File: config.mk
export PLATFORM = sky130hd
export DESIGN_NAME = tat_ctrl
export DESIGN_NICKNAME = d
export VERILOG_FILES = /design/src/design/tat_pkg.sv /design/src/design/tat_ctrl.sv
export SDC_FILE = /design/constraint.sdc
export NUM_CORES = 1
export LEC_CHECK = 0
export BUFFER_PORTS_ARGS = -buffer_cell sky130_fd_sc_hd__clkbuf_2
export CELL_PAD_IN_SITES_DETAIL_PLACEMENT = 0
export CELL_PAD_IN_SITES_GLOBAL_PLACEMENT = 1
export CORE_MARGIN = 2
export CORE_UTILIZATION = 28
export CTS_BUF_LIST = sky130_fd_sc_hd__clkbuf_8
export DETAILED_ROUTE_END_ITERATION = 7
export PLACE_DENSITY_LB_ADDON = 0.1
export SYNTH_ARGS = -nofsm -noshare
export SYNTH_HDL_FRONTEND = slang
export SYNTH_SLANG_ARGS = --single-unit
export TNS_END_PERCENT = 50
File: constraint.sdc
create_clock -name clk -period 1.55 [get_ports clk]
set_input_delay 0.2325 -clock clk [delete_from_list [all_inputs] [get_ports clk]]
set_output_delay 0.2325 -clock clk [all_outputs]
set_load 0.02 [all_outputs]
File: src/design/tat_pkg.sv
// ----------------------------------------------------------------------------
// tat_pkg
// types, codes and constants shared by the tour adjacency table modules
// ----------------------------------------------------------------------------
package tat_pkg;

	localparam int unsigned MaxPoints = 1024;
	localparam int unsigned AddrW     = $clog2(MaxPoints);
	localparam int unsigned PtW       = AddrW + 1;
	localparam logic [PtW-1:0] NoPoint = PtW'(MaxPoints);

	typedef enum logic [2:0] {
		OP_CREATE    = 3'd0,
		OP_BREAK_AB  = 3'd1,
		OP_BREAK_NXT = 3'd2,
		OP_RELABEL   = 3'd3,
		OP_QUERY     = 3'd4
	} opcode_t;

	typedef enum logic [1:0] {
		ST_OK       = 2'd0,
		ST_NO_SLOT  = 2'd1,
		ST_WALK_ERR = 2'd2,
		ST_NO_PREV  = 2'd3
	} status_t;

	typedef struct packed {
		logic [2:0]       opcode;
		logic [AddrW-1:0] point_a;
		logic [AddrW-1:0] point_b;
	} in_item_t;

	typedef struct packed {
		logic [1:0]       status;
		logic [PtW-1:0]   next_point;
		logic [PtW-1:0]   prev_point;
		logic [AddrW-1:0] position;
		logic [PtW-1:0]   cycle_number;
		logic [PtW-1:0]   cycle_count;
		logic [PtW-1:0]   min_cycle_size;
	} out_item_t;

	typedef enum logic [4:0] {
		S_CLEAR, S_IDLE, S_RD_A, S_RD_B, S_DO_OP, S_RD_T, S_BRK_NXT,
		S_RL_INIT, S_W_START, S_W_RD, S_W_STEP, S_W_RD_NX, S_W_NX,
		S_SCAN, S_SCAN_CHK, S_QRY, S_OUT
	} state_t;

	// controller to datapath
	typedef struct packed {
		logic clr_en;
		logic cap_in;
		logic rd_a;
		logic rd_b;
		logic rd_t;
		logic rd_cur;
		logic rd_nx;
		logic do_op;
		logic brk_nxt;
		logic rl_init;
		logic w_start;
		logic w_step;
		logic w_nx;
		logic w_done;
		logic scan_rd;
		logic scan_chk;
		logic qry;
		logic set_walk_err;
	} cmd_t;

	// datapath to controller
	typedef struct packed {
		logic       clr_last;
		logic [2:0] opcode;
		logic       a_ok;
		logic       t_ok;
		logic       seq_fail;
		logic       nx_fail;
		logic       at_start;
		logic       scan_hit;
		logic       scan_end;
		logic       count_full;
	} sts_t;

endpackage

File: src/design/tat_ctrl.sv
// ----------------------------------------------------------------------------
// tat_ctrl
// sequencer for table operations, relabel walk and result handshake
// ----------------------------------------------------------------------------
module tat_ctrl (
	input  logic            clk,
	input  logic            arst_n,
	input  logic            in_valid,
	output logic            in_ready,
	output logic            out_valid,
	input  logic            out_ready,
	input  tat_pkg::sts_t   sts,
	output tat_pkg::cmd_t   cmd
);

	tat_pkg::state_t state_q, state_d;
	logic            relabel_pending_q;

	always_ff @(posedge clk or negedge arst_n) begin
		if (!arst_n) state_q <= tat_pkg::S_CLEAR;
		else         state_q <= state_d;
	end

	always_comb begin
		state_d   = state_q;
		cmd       = '0;
		in_ready  = 1'b0;
		out_valid = 1'b0;
		case (state_q)
			tat_pkg::S_CLEAR: begin
				cmd.clr_en = 1'b1;
				// clear pass during relabel returns to the walk, not to idle
				if (sts.clr_last)
					state_d = relabel_pending_q ? tat_pkg::S_W_START : tat_pkg::S_IDLE;
			end
			tat_pkg::S_IDLE: begin
				in_ready = 1'b1;
				if (in_valid) begin
					cmd.cap_in = 1'b1;
					state_d    = tat_pkg::S_RD_A;
				end
			end
			tat_pkg::S_RD_A: begin
				cmd.rd_a = 1'b1;
				case (sts.opcode)
					tat_pkg::OP_CREATE, tat_pkg::OP_BREAK_AB: state_d = tat_pkg::S_RD_B;
					tat_pkg::OP_BREAK_NXT: state_d = tat_pkg::S_RD_T;
					tat_pkg::OP_RELABEL:   state_d = tat_pkg::S_RL_INIT;
					tat_pkg::OP_QUERY:     state_d = tat_pkg::S_QRY;
					default:               state_d = tat_pkg::S_OUT;
				endcase
			end
			tat_pkg::S_RD_B: begin
				cmd.rd_b = 1'b1;
				state_d  = tat_pkg::S_DO_OP;
			end
			tat_pkg::S_DO_OP: begin
				cmd.do_op = 1'b1;
				state_d   = tat_pkg::S_OUT;
			end
			tat_pkg::S_RD_T: begin
				// a's entries are registered now: fetch next's entry
				cmd.rd_t = 1'b1;
				if (sts.a_ok && sts.t_ok) state_d = tat_pkg::S_BRK_NXT;
				else                      state_d = tat_pkg::S_OUT;
			end
			tat_pkg::S_BRK_NXT: begin
				cmd.brk_nxt = 1'b1;
				state_d     = tat_pkg::S_OUT;
			end
			tat_pkg::S_RL_INIT: begin
				cmd.rl_init = 1'b1;
				state_d     = tat_pkg::S_CLEAR;
			end
			tat_pkg::S_W_START: begin
				cmd.w_start = 1'b1;
				state_d     = tat_pkg::S_W_RD;
			end
			tat_pkg::S_W_RD: begin
				cmd.rd_cur = 1'b1;
				state_d    = tat_pkg::S_W_STEP;
			end
			tat_pkg::S_W_STEP: begin
				if (sts.seq_fail) begin
					cmd.set_walk_err = 1'b1;
					state_d          = tat_pkg::S_OUT;
				end else begin
					cmd.w_step = 1'b1;
					if (sts.nx_fail) begin
						cmd.set_walk_err = 1'b1;
						state_d          = tat_pkg::S_OUT;
					end else begin
						state_d = tat_pkg::S_W_RD_NX;
					end
				end
			end
			tat_pkg::S_W_RD_NX: begin
				cmd.rd_nx = 1'b1;
				state_d   = tat_pkg::S_W_NX;
			end
			tat_pkg::S_W_NX: begin
				cmd.w_nx = 1'b1;
				if (sts.at_start) begin
					cmd.w_done = 1'b1;
					state_d    = tat_pkg::S_SCAN;
				end else begin
					state_d = tat_pkg::S_W_RD;
				end
			end
			tat_pkg::S_SCAN: begin
				cmd.scan_rd = 1'b1;
				state_d     = tat_pkg::S_SCAN_CHK;
			end
			tat_pkg::S_SCAN_CHK: begin
				cmd.scan_chk = 1'b1;
				if (sts.scan_hit) begin
					if (sts.count_full) begin
						cmd.set_walk_err = 1'b1;
						state_d          = tat_pkg::S_OUT;
					end else begin
						state_d = tat_pkg::S_W_START;
					end
				end else if (sts.scan_end) begin
					state_d = tat_pkg::S_OUT;
				end else begin
					state_d = tat_pkg::S_SCAN;
				end
			end
			tat_pkg::S_QRY: begin
				cmd.qry = 1'b1;
				state_d = tat_pkg::S_OUT;
			end
			tat_pkg::S_OUT: begin
				out_valid = 1'b1;
				if (out_ready) state_d = tat_pkg::S_IDLE;
			end
			default: state_d = tat_pkg::S_IDLE;
		endcase
	end

	always_ff @(posedge clk or negedge arst_n) begin
		if (!arst_n)          relabel_pending_q <= 1'b0;
		else if (cmd.rl_init) relabel_pending_q <= 1'b1;
		else if (cmd.w_start) relabel_pending_q <= 1'b0;
	end

endmodule

==> run_results.csv, run 1 <==
group,metric,value,unit
outcome,status,"finished with violations",
outcome,violations,"setup timing",
routing,vias_per_cell,5.23,
logic_synthesis,avgSynthCellArea,7.14,um^2
run,cap_violations,0,
final_layout,drive_gt1_share,64.7,%
grt,grt_max_degree,9,
cts,cts_sinks,6,
timing,rsz0062_at_grt,"yes",
logic_synthesis,ys_top_cells_by_area,"dfrtp_1 22%, nor2_1 11%, nor3_1 5.2%, a21oi_1 4.4%, mux2i_1 4.4%",
timing,hold_viol,0,
worst_setup_path,required,1320,ps
timing,tightestPinTransition,362,ps
placement,placed_cells,171,
worst_setup_path,worstPathMaxFanout,5,
cts,cts_tree,"done",
placement,pre_cts_slack,-98.5,ps
cts,htreeDepth,1,
worst_setup_path,cpLargestDelayFamily,"simple AND/OR/NAND/NOR gates",
worst_setup_path,critPathMaxStageDelay,400,ps
logic_synthesis,yosysSeqAreaShare,22.1,%
logic_synthesis,synth.most_common_cell,"nor2_1",
cts,clk_pin_slew,40,ps
power,powerDensity,1790,nW/um^2
min_path,min_path_type,"input port to asynchronous set/reset pin",
routing,drc,0,
worst_setup_path,cp-endpoint,"cmd[16]",
grt,top_usage_layer,"met2",
logic_synthesis,synth.top_cell.area_share,22.1,%
logic_synthesis,synth-async-reset-ratio,100,%
worst_setup_path,cp_cell_sequence,"buf_6 -> or3b_4 -> nor3_4 -> and2_4 -> buf_8",
grt,grt_pass1_wl,4080,um
grt,grt_pass1_vias,840,
worst_setup_path,regToRegSetupSlack,-80,ps
timing,finalSetupTns,-3130,ps
worst_setup_path,r2r_start,"state_q[4]",
placement,gp_congestion,0.857,
worst_setup_path,worst-setup-path-type,"flip-flop to output pin",
power,sw_frac_of_total,45.7,%
routing,antenna_left,0,
grt,use_met3,5.37,%
placement,dp_hpwl,1980,um
worst_setup_path,cp-start-kind,"flip-flop",
logic_synthesis,synth-seq-cells,6,
grt,track_usage,20.6,%
grt,use_met1,26.9,%
timing,layout_setup_ws,-210,ps
final_layout,layout.cells.non_filler,184,
die,dieHeight,53.2,um
cts,cts_buffers,3,
logic_synthesis,ys.flop_type,"dfrtp_1",
grt,grt_overflow_total,0,
cts,cts-root-buf,"clkbuf_8",
worst_setup_path,worstSetupStartpoint,"state_q[0]",
logic_synthesis,netlist.top_cell.by_area,"dfrtp_1",
die,dieWidth,53.2,um
routing,routedWlPerCell,14.6,um
logic_synthesis,syn-instance-count,95,
logic_synthesis,yosysWarnings,0,
die,ioPinCount,36,
power,p_comb_share,76.0,%
final_layout,antenna_cells,0,
power,seq_power_share,14.1,%
cts,clk_latency,230,ps
worst_setup_path,cp_data_arrival_time,1530,ps
routing,firstDrtPassIters,5,
timing,setup_viol_count_final,25,
routing,routed_wl,2690,um
worst_setup_path,r2r-end,"state_q[0]",
routing,dr_total_vias,962,
power,clkPwrFrac,9.9,%
die,coreArea,2250,um^2
grt,grt_util_met2,34.0,%
die,dieArea,2830,um^2
timing,period_minus_slack,1760,ps
logic_synthesis,syn-cell-area,678,um^2
worst_setup_path,crit_buf_inv,2,
die,initial_core_util,30.1,%
routing,drtIter0Drc,13,
timing,slew_headroom,75.6,%
power,power.leakage,0.621,nW
power,intPower,1.33,mW
final_layout,nets,174,
timing,finClkSkew,5.98,ps
die,std_cell_rows,17,
cts,max-clock-path-buffers,2,
placement,io_buffer_count,35,
grt,grt_antenna_before_repair,0,
worst_setup_path,r2r_cells,5,
worst_setup_path,slowest_stage,"or3b_4",
timing,timing.fmax,568,MHz
power,p_sw,1.12,mW
final_layout,areaGrowthSynthToFinish,102,%
power,finalPower,2.45,mW
logic_synthesis,synth.distinct_cells,36,
worst_setup_path,endpoint_kind,"output pin",
final_layout,fill_cells,217,
worst_setup_path,path_depth,5,
logic_synthesis,ys_top_cells_by_count,"19 x nor2_1, 7 x nor3_1, 6 x a21oi_1, 6 x dfrtp_1, 5 x nand2_1",
logic_synthesis,synth.net_count,111,
logic_synthesis,synth_enable_flop_cells,0,
timing,finalCritPeriodShare,114,%
timing,maxSlewViolCount,0,
power,vdd_drop_max,0.000856,V
[state kept, by name (all words and copies together) (netlist names)]
| register | cells |
|---|---|
| state_q | 5 |
| relabel_pending_q | 1 |
[layer usage]
layer,up-vias,wire length [um]
met2,36,1340
met5,-,0
li1,470,-
met1,453,1180
met3,3,160
met4,0,7
[worst min-delay path by stage]
stage | start | end | slack (ps) | depth (start not counted)
2_1_floorplan | arst_n | relabel_pending_q | -60 | 0
3_3_place_gp | arst_n | state_q[2] | 60 | 1
3_5_place_dp | arst_n | state_q[4] | 70 | 1
4_1_cts | arst_n | state_q[0] | 370 | 2
5_1_grt | arst_n | relabel_pending_q | 400 | 2
6_report | arst_n | state_q[0] | 370 | 2
[repair_timing]
action / CTS / global route
gates resized for setup: 34 / 47
hold endpoints to repair: 6 / 0
hold buffers: 1 / 0
buffers inserted: 6 / 3
setup endpoints to repair: 25 / 25
pin swaps: 5 / 8
[placed cells by master, fill, tap and decap left out, types with 3 or more instances in the layout]
cell and count:
a21oi_1 5, mux2i_1 3, nor2_4 8, clkbuf_8 3
buf_8 3, nor3_1 4, o21ai_0 3, nand2_1 5
dfrtp_2 4, nor2_1 10, buf_4 32, buf_6 12
clkbuf_2 17
[worst register-to-register path: cells and delay by family (launching register included)]
kind	cells	cell delay [ps]
and+or+nand+nor	3	810
buffers and inverters	1	190
DFF	1	430
AOI/OAI and AO/OA	1	130
[cell families (layout without fill, tap and decap cells)]
group	after synthesis	count (layout)	synth area share [%]
AOI/OAI and AO/OA	22	22	22.3
muxes	5	5	7.75
buffers and inverters	12	73	9.04
and+or+nand+nor	50	50	38.7
DFF	6	6	22.1
[metrics by stage]
| stage | cell area, um^2 | hold WS, ps | utilization [%] |
|---|---|---|---|
| floorplan | 696 | -63.1 | - |
| global placement | 1020 | 62.0 | 45.4 |
| detailed placement | 1020 | 68.3 | 45.4 |
| CTS | 1240 | 368 | 54.9 |
| global route | 1370 | 400 | 60.8 |
| finish | 1370 | 365 | 60.8 |
[power by group through the flow]
stage | sequential [mW] | clock, mW | combinational [mW]
3_5_place_dp | 0.311 | 0 | 1.38
2_1_floorplan | 0.243 | 0 | 0.899
5_1_grt | 0.356 | 0.258 | 2.00
4_1_cts | 0.330 | 0.245 | 1.65
6_report | 0.345 | 0.244 | 1.87
3_3_place_gp | 0.315 | 0 | 1.38
[layout make-up]
| class | count | area [um^2] | share of cell area (%) |
|---|---|---|---|
| inverters | 2 | 7.51 | 0.548 |
| clock buffers | 3 | 41.3 | 3.01 |
| flip-flops and latches | 6 | 155 | 11.3 |
| multi-input cells | 77 | 596 | 43.5 |
| repair buffers | 68 | 536 | 39.1 |
| well taps | 28 | 35.0 | 2.56 |
(Power assumes the default switching activity.)
==> run 2: changes to the inputs <==
--- a/config.mk
+++ b/config.mk
@@ -5,7 +5,7 @@
 export SDC_FILE = /design/constraint.sdc
 export NUM_CORES = 1
 export LEC_CHECK = 0
-export BUFFER_PORTS_ARGS = -buffer_cell sky130_fd_sc_hd__clkbuf_2
+export BUFFER_PORTS_ARGS = -buffer_cell sky130_fd_sc_hd__buf_2
 export CELL_PAD_IN_SITES_DETAIL_PLACEMENT = 0
 export CELL_PAD_IN_SITES_GLOBAL_PLACEMENT = 1
 export CORE_MARGIN = 2
==> run_results.csv, run 2 (synthesis gave the netlist of run 1 again) <==
group,metric,value,unit
outcome,status,"finished with violations",
outcome,violations,"setup timing",
worst_setup_path,slowest_stage,"or3b_4",
grt,grt_overflow_total,0,
placement,gp_congestion,0.844,
cts,cts_tree,"done",
die,dieArea,2830,um^2
die,std_cell_rows,17,
worst_setup_path,r2r_cells,5,
power,clkPwrFrac,9.7,%
worst_setup_path,cp-start-kind,"flip-flop",
final_layout,areaGrowthSynthToFinish,107,%
routing,drtIter0Drc,29,
final_layout,largest_reg_flops,5,
timing,timing.fmax,574,MHz
cts,clk_pin_slew,40,ps
timing,holdWs,359,ps
placement,dp_hpwl,1960,um
timing,tightestPinTransition,339,ps
placement,placed_cells,171,
timing,finClkSkew,2.74,ps
final_layout,finish.utilization,62.3,%
timing,maxSlewViolCount,0,
timing,finalCritPeriodShare,112,%
grt,grt_util_met2,36.8,%
cts,htreeDepth,1,
routing,drc,0,
grt,use_met1,23.1,%
power,power.leakage,0.641,nW
worst_setup_path,worst-setup-path-type,"flip-flop to output pin",
die,dieHeight,53.2,um
grt,top_usage_layer,"met2",
power,p_sw,1.10,mW
routing,antenna_left,0,
worst_setup_path,endpoint_kind,"output pin",
timing,rsz0062_at_grt,"yes",
final_layout,regMostFlops,"state_q",
worst_setup_path,worstPathMaxFanout,5,
grt,grt_pass1_wl,4040,um
die,initial_core_util,30.1,%
final_layout,antenna_cells,0,
routing,vias_per_cell,5.27,
grt,track_usage,20.4,%
grt,grt_antenna_before_repair,0,
final_layout,biggestRegsByFlops,"state_q (5), relabel_pending_q (1)",
power,seq_power_share,12.7,%
cts,cts-root-buf,"clkbuf_8",
worst_setup_path,critPathMaxStageDelay,460,ps
power,vdd_drop_max,0.00104,V
power,powerDensity,1790,nW/um^2
placement,io_buffer_count,35,
grt,use_met3,3.67,%
worst_setup_path,r2r_start,"state_q[0]",
cts,clk_latency,230,ps
worst_setup_path,cpLargestDelayFamily,"simple AND/OR/NAND/NOR gates",
die,dieWidth,53.2,um
timing,finalSetupTns,-2920,ps
final_layout,drive_gt1_share,61.8,%
power,sw_frac_of_total,44.0,%
power,p_comb_share,77.6,%
final_layout,layout_commonest_cell,"buf_4",
run,cap_violations,0,
power,intPower,1.40,mW
worst_setup_path,path_depth,4,
worst_setup_path,regToRegSetupSlack,-150,ps
min_path,min_path_type,"input port to asynchronous set/reset pin",
worst_setup_path,cp_cell_sequence,"or3b_4 -> nor3_4 -> and2_2 -> buf_6",
worst_setup_path,crit_buf_inv,1,
final_layout,mostFrequentLayoutCells,"31 x buf_4, 19 x buf_6, 16 x buf_2",
routing,routedWlPerCell,15.0,um
timing,setup_viol_count_final,22,
final_layout,fin_area,1400,um^2
final_layout,nets,175,
cts,max-clock-path-buffers,2,
placement,place_area,1040,um^2
worst_setup_path,cp_data_arrival_time,1510,ps
die,coreArea,2250,um^2
final_layout,layout.cells.non_filler,185,
timing,layout_setup_ws,-193,ps
grt,grt_pass1_vias,899,
routing,firstDrtPassIters,4,
timing,hold_viol,0,
worst_setup_path,required,1320,ps
cts,cts_buffers,3,
routing,dr_total_vias,975,
timing,period_minus_slack,1740,ps
routing,routed_wl,2770,um
worst_setup_path,r2r-end,"state_q[3]",
timing,slew_headroom,77.3,%
die,ioPinCount,36,
cts,cts_sinks,6,
grt,grt_max_degree,9,
[run 2: cell count changes in the layout (fill, tap and decap cells not counted), moves of 5 or more]
cell / before / now
nor2_1: 10 / 15
clkbuf_2: 17 / 0
nor2_4: 8 / 3
buf_6: 12 / 19
buf_2: 1 / 16
[run 2: power groups by stage]
stage / combinational [mW] / clock [mW] / sequential (mW)
2_1_floorplan: 0.899 / 0 / 0.243
3_3_place_gp: 1.43 / 0 / 0.285
3_5_place_dp: 1.43 / 0 / 0.289
4_1_cts: 1.82 / 0.249 / 0.308
5_1_grt: 2.07 / 0.251 / 0.325
6_report: 1.95 / 0.243 / 0.318
[run 2: worst max-delay path by stage]
stage,start,to,slack (ps)
3_3_place_gp,state_q[0],state_q[3],-70
2_1_floorplan,state_q[1],cmd[16],-190
3_5_place_dp,state_q[0],state_q[3],-90
6_report,state_q[1],cmd[16],-190
4_1_cts,state_q[4],cmd[15],-190
5_1_grt,state_q[1],cmd[11],-220
[run 2: what timing repair did]
item	in CTS	in global routing
buffers inserted	7	2
setup endpoints to repair	25	25
gates cloned	1	0
hold endpoints to repair	6	0
resized for setup	44	18
hold buffers	1	0
pin swaps	12	8
[run 2: cell type report]
| class | count | area [um^2] |
|---|---|---|
| multi-input cells | 77 | 584 |
| inverters | 2 | 7.51 |
| repair buffers | 69 | 584 |
| well taps | 28 | 35.0 |
| flip-flops and latches | 6 | 151 |
| clock buffers | 3 | 41.3 |
| fillers | 208 | 851 |
[run 2: per-stage QoR]
step	setup WS, ps	power [mW]
finish	-193	2.51
global placement	-65.2	1.71
floorplan	-190	1.14
global route	-225	2.65
CTS	-190	2.38
detailed placement	-94.0	1.72
[run 2: metal layers]
| metal | vias to the layer above | routed length, um | share of wire (%) |
|---|---|---|---|
| met4 | 0 | 49 | 1.8 |
| met3 | 8 | 197 | 7.1 |
| met1 | 455 | 1100 | 40 |
| li1 | 463 | - | - |
| met2 | 49 | 1420 | 51 |
| met5 | - | 0 | 0 |
==> run 3: changes to the inputs <==
--- a/config.mk
+++ b/config.mk
@@ -5,14 +5,17 @@
 export SDC_FILE = /design/constraint.sdc
 export NUM_CORES = 1
 export LEC_CHECK = 0
+export ABC_AREA = 1
 export BUFFER_PORTS_ARGS = -buffer_cell sky130_fd_sc_hd__buf_2
 export CELL_PAD_IN_SITES_DETAIL_PLACEMENT = 0
 export CELL_PAD_IN_SITES_GLOBAL_PLACEMENT = 1
 export CORE_MARGIN = 2
-export CORE_UTILIZATION = 28
+export CORE_UTILIZATION = 25
 export CTS_BUF_LIST = sky130_fd_sc_hd__clkbuf_8
 export DETAILED_ROUTE_END_ITERATION = 7
+export HOLD_SLACK_MARGIN = 0.08
 export PLACE_DENSITY_LB_ADDON = 0.1
+export SKIP_CTS_REPAIR_TIMING = 1
 export SYNTH_ARGS = -nofsm -noshare
 export SYNTH_HDL_FRONTEND = slang
 export SYNTH_SLANG_ARGS = --single-unit
==> run_results.csv, run 3 <==
group,metric,value,unit
cts,clk_latency,220,ps
worst_setup_path,crit_buf_inv,1,
die,dieArea,2970,um^2
cts,cts_sinks,6,
grt,grt_overflow_total,0,
grt,grt_pass1_wl,2980,um
placement,gp_congestion,0.793,
worst_setup_path,critPathMaxStageDelay,450,ps
routing,dr_total_vias,838,
worst_setup_path,cp-start-kind,"flip-flop",
worst_setup_path,cp-endpoint,"cmd[0]",
timing,timing.fmax,622,MHz
final_layout,fin_area,1050,um^2
logic_synthesis,synth_top_family_by_area,"simple AND/OR/NAND/NOR gates",
logic_synthesis,netlist.top_cell.by_area,"dfrtp_1",
routing,vias_per_cell,4.48,
timing,maxSlewViolCount,0,
timing,hold_viol,0,
cts,clk_pin_slew,30,ps
die,ioPinCount,36,
logic_synthesis,yosysWarnings,0,
final_layout,mostFrequentLayoutCells,"27 x buf_2, 21 x nor2_1, 20 x nand2_1",
timing,period_minus_slack,1610,ps
final_layout,biggestRegsByFlops,"state_q (5), relabel_pending_q (1)",
grt,grt_pass1_vias,735,
cts,max-clock-path-buffers,2,
final_layout,nets,175,
logic_synthesis,ys_top_cells_by_area,"dfrtp_1 24%, nor2_1 14%, nand2_1 13%, inv_1 10%, nand3_1 7.1%",
final_layout,antenna_cells,0,
cts,cts-root-buf,"clkbuf_8",
power,powerDensity,1400,nW/um^2
die,coreArea,2450,um^2
timing,tightestPinTransition,264,ps
worst_setup_path,slowest_stage,"dfrtp_2",
logic_synthesis,synth_mux_area_share,0,%
grt,grt_max_degree,11,
worst_setup_path,r2r_start,"state_q[1]",
worst_setup_path,cpLargestDelayFamily,"simple AND/OR/NAND/NOR gates",
cts,cts_buffers,3,
cts,htreeDepth,1,
logic_synthesis,synth-compound-area-share,7.25,%
outcome,status,"finished with violations",
logic_synthesis,synth.net_count,127,
logic_synthesis,synth.top_cell.area_share,23.5,%
grt,grt_antenna_before_repair,0,
final_layout,drive_gt1_share,46.5,%
logic_synthesis,avgSynthCellArea,5.75,um^2
logic_synthesis,synth-async-reset-ratio,100,%
logic_synthesis,syn-cell-area,638,um^2
logic_synthesis,synth.most_common_cell,"nor2_1",
final_layout,regMostFlops,"state_q",
timing,rsz0062_at_grt,"yes",
placement,place_area,851,um^2
die,dieHeight,54.5,um
die,std_cell_rows,18,
min_path,min_path_cells,3,
logic_synthesis,yosysSeqAreaShare,23.5,%
run,cap_violations,0,
timing,layout_setup_ws,-58.9,ps
logic_synthesis,synth.distinct_cells,19,
final_layout,layout_commonest_cell,"buf_2",
timing,finalSetupTns,-107,ps
final_layout,finish.utilization,42.9,%
timing,finalCritPeriodShare,104,%
routing,drc,0,
power,power.leakage,0.620,nW
logic_synthesis,ys.flop_type,"dfrtp_1",
routing,routedWlPerCell,11.1,um
logic_synthesis,synth-adder-area-share,0,%
timing,slew_headroom,82.4,%
logic_synthesis,syn-instance-count,111,
die,dieWidth,54.5,um
worst_setup_path,path_depth,5,
die,initial_core_util,26.0,%
worst_setup_path,cp_cell_sequence,"nand3b_1 -> nor2_2 -> nand2_1 -> nand2_1 -> buf_6",
placement,dp_hpwl,1690,um
worst_setup_path,r2r-end,"state_q[0]",
cts,cts_tree,"done",
worst_setup_path,endpoint_kind,"output pin",
worst_setup_path,regToRegSetupSlack,130,ps
worst_setup_path,worst-setup-path-type,"flip-flop to output pin",
routing,drtIter0Drc,11,
routing,antenna_left,0,
logic_synthesis,synth_enable_flop_cells,0,
logic_synthesis,synthSimpleGateAreaFrac,57.1,%
logic_synthesis,synth-seq-cells,6,
placement,io_buffer_count,35,
worst_setup_path,worstSetupStartpoint,"state_q[0]",
worst_setup_path,cpMostUsedCell,"nand2_1",
logic_synthesis,yosys.area_share.xor_xnor,0,%
timing,setup_viol_count_final,3,
timing,finClkSkew,0.453,ps
grt,track_usage,14.2,%
power,vdd_drop_max,0.000863,V
worst_setup_path,worstPathMaxFanout,7,
outcome,violations,"setup timing",
worst_setup_path,required,1320,ps
logic_synthesis,ys_top_cells_by_count,"23 x nor2_1, 22 x nand2_1, 17 x inv_1, 9 x nand3_1",
final_layout,areaGrowthSynthToFinish,65.1,%
worst_setup_path,cp_data_arrival_time,1380,ps
routing,routed_wl,2070,um
routing,firstDrtPassIters,4,
final_layout,largest_reg_flops,5,
worst_setup_path,r2r_cells,9,
min_path,min_path_type,"input port to flip-flop",
==> run 3: worst min path at each step <==
stage	from	endpoint	slack [ps]
final	sts[9]	state_q[2]	320
after global routing	sts[10]	state_q[2]	340
after CTS	arst_n	relabel_pending_q	-170
after detailed placement	arst_n	relabel_pending_q	60
after global placement	arst_n	relabel_pending_q	60
after floorplan	arst_n	relabel_pending_q	-60
==> run 3: layout make-up <==
type | instances | area [um^2]
clock buffer | 3 | 41.3
fill | 275 | 1400
inverter | 20 | 80.1
multi-input combinational | 85 | 475
sequential | 6 | 154
tap | 30 | 37.5
timing repair buffer | 43 | 265
==> run 3: where the power goes <==
group | switching, mW | internal (mW) | total (mW) | leakage (nW)
clock | 0.0618 | 0.166 | 0.228 | 0.0216
combinational | 0.574 | 0.365 | 0.939 | 0.525
sequential | 0.0934 | 0.219 | 0.313 | 0.0741
total | 0.729 | 0.751 | 1.48 | 0.620
==> run 3: worst register-to-register path, cell delays in order, from the launching register on <==
cell,delay (ps)
dfrtp_1,460
nand2_1,150
nor2_4,60
buf_4,130
nand3_1,90
nand2_1,80
nor2_1,160
nand2_1,60
nor2_1,80
nor2_1,40
==> run 3: metrics by stage <==
stage,power (mW),hold slack [ps],worst slack [ps],std cells
6_report,1.48,315,-58.9,187
3_5_place_dp,1.04,62.4,166,176
3_3_place_gp,1.04,61.0,148,176
4_1_cts,1.27,-169,-72.9,179
5_1_grt,1.60,338,-133,187
2_1_floorplan,0.818,-63.1,10.6,111
==> run 3: routing by layer <==
metal,GRT usage [%],routed length (um)
met5,0,0
met4,7.92,9
met3,2.46,96
met2,24.7,1060
met1,16.4,910
==> run 3: cell families (layout without fill, tap and decap cells) <==
| family | count (synthesis) | after routing |
|---|---|---|
| AOI/OAI and AO/OA | 9 | 9 |
| DFF | 6 | 6 |
| buffers and inverters | 20 | 66 |
| and+or+nand+nor | 76 | 76 |
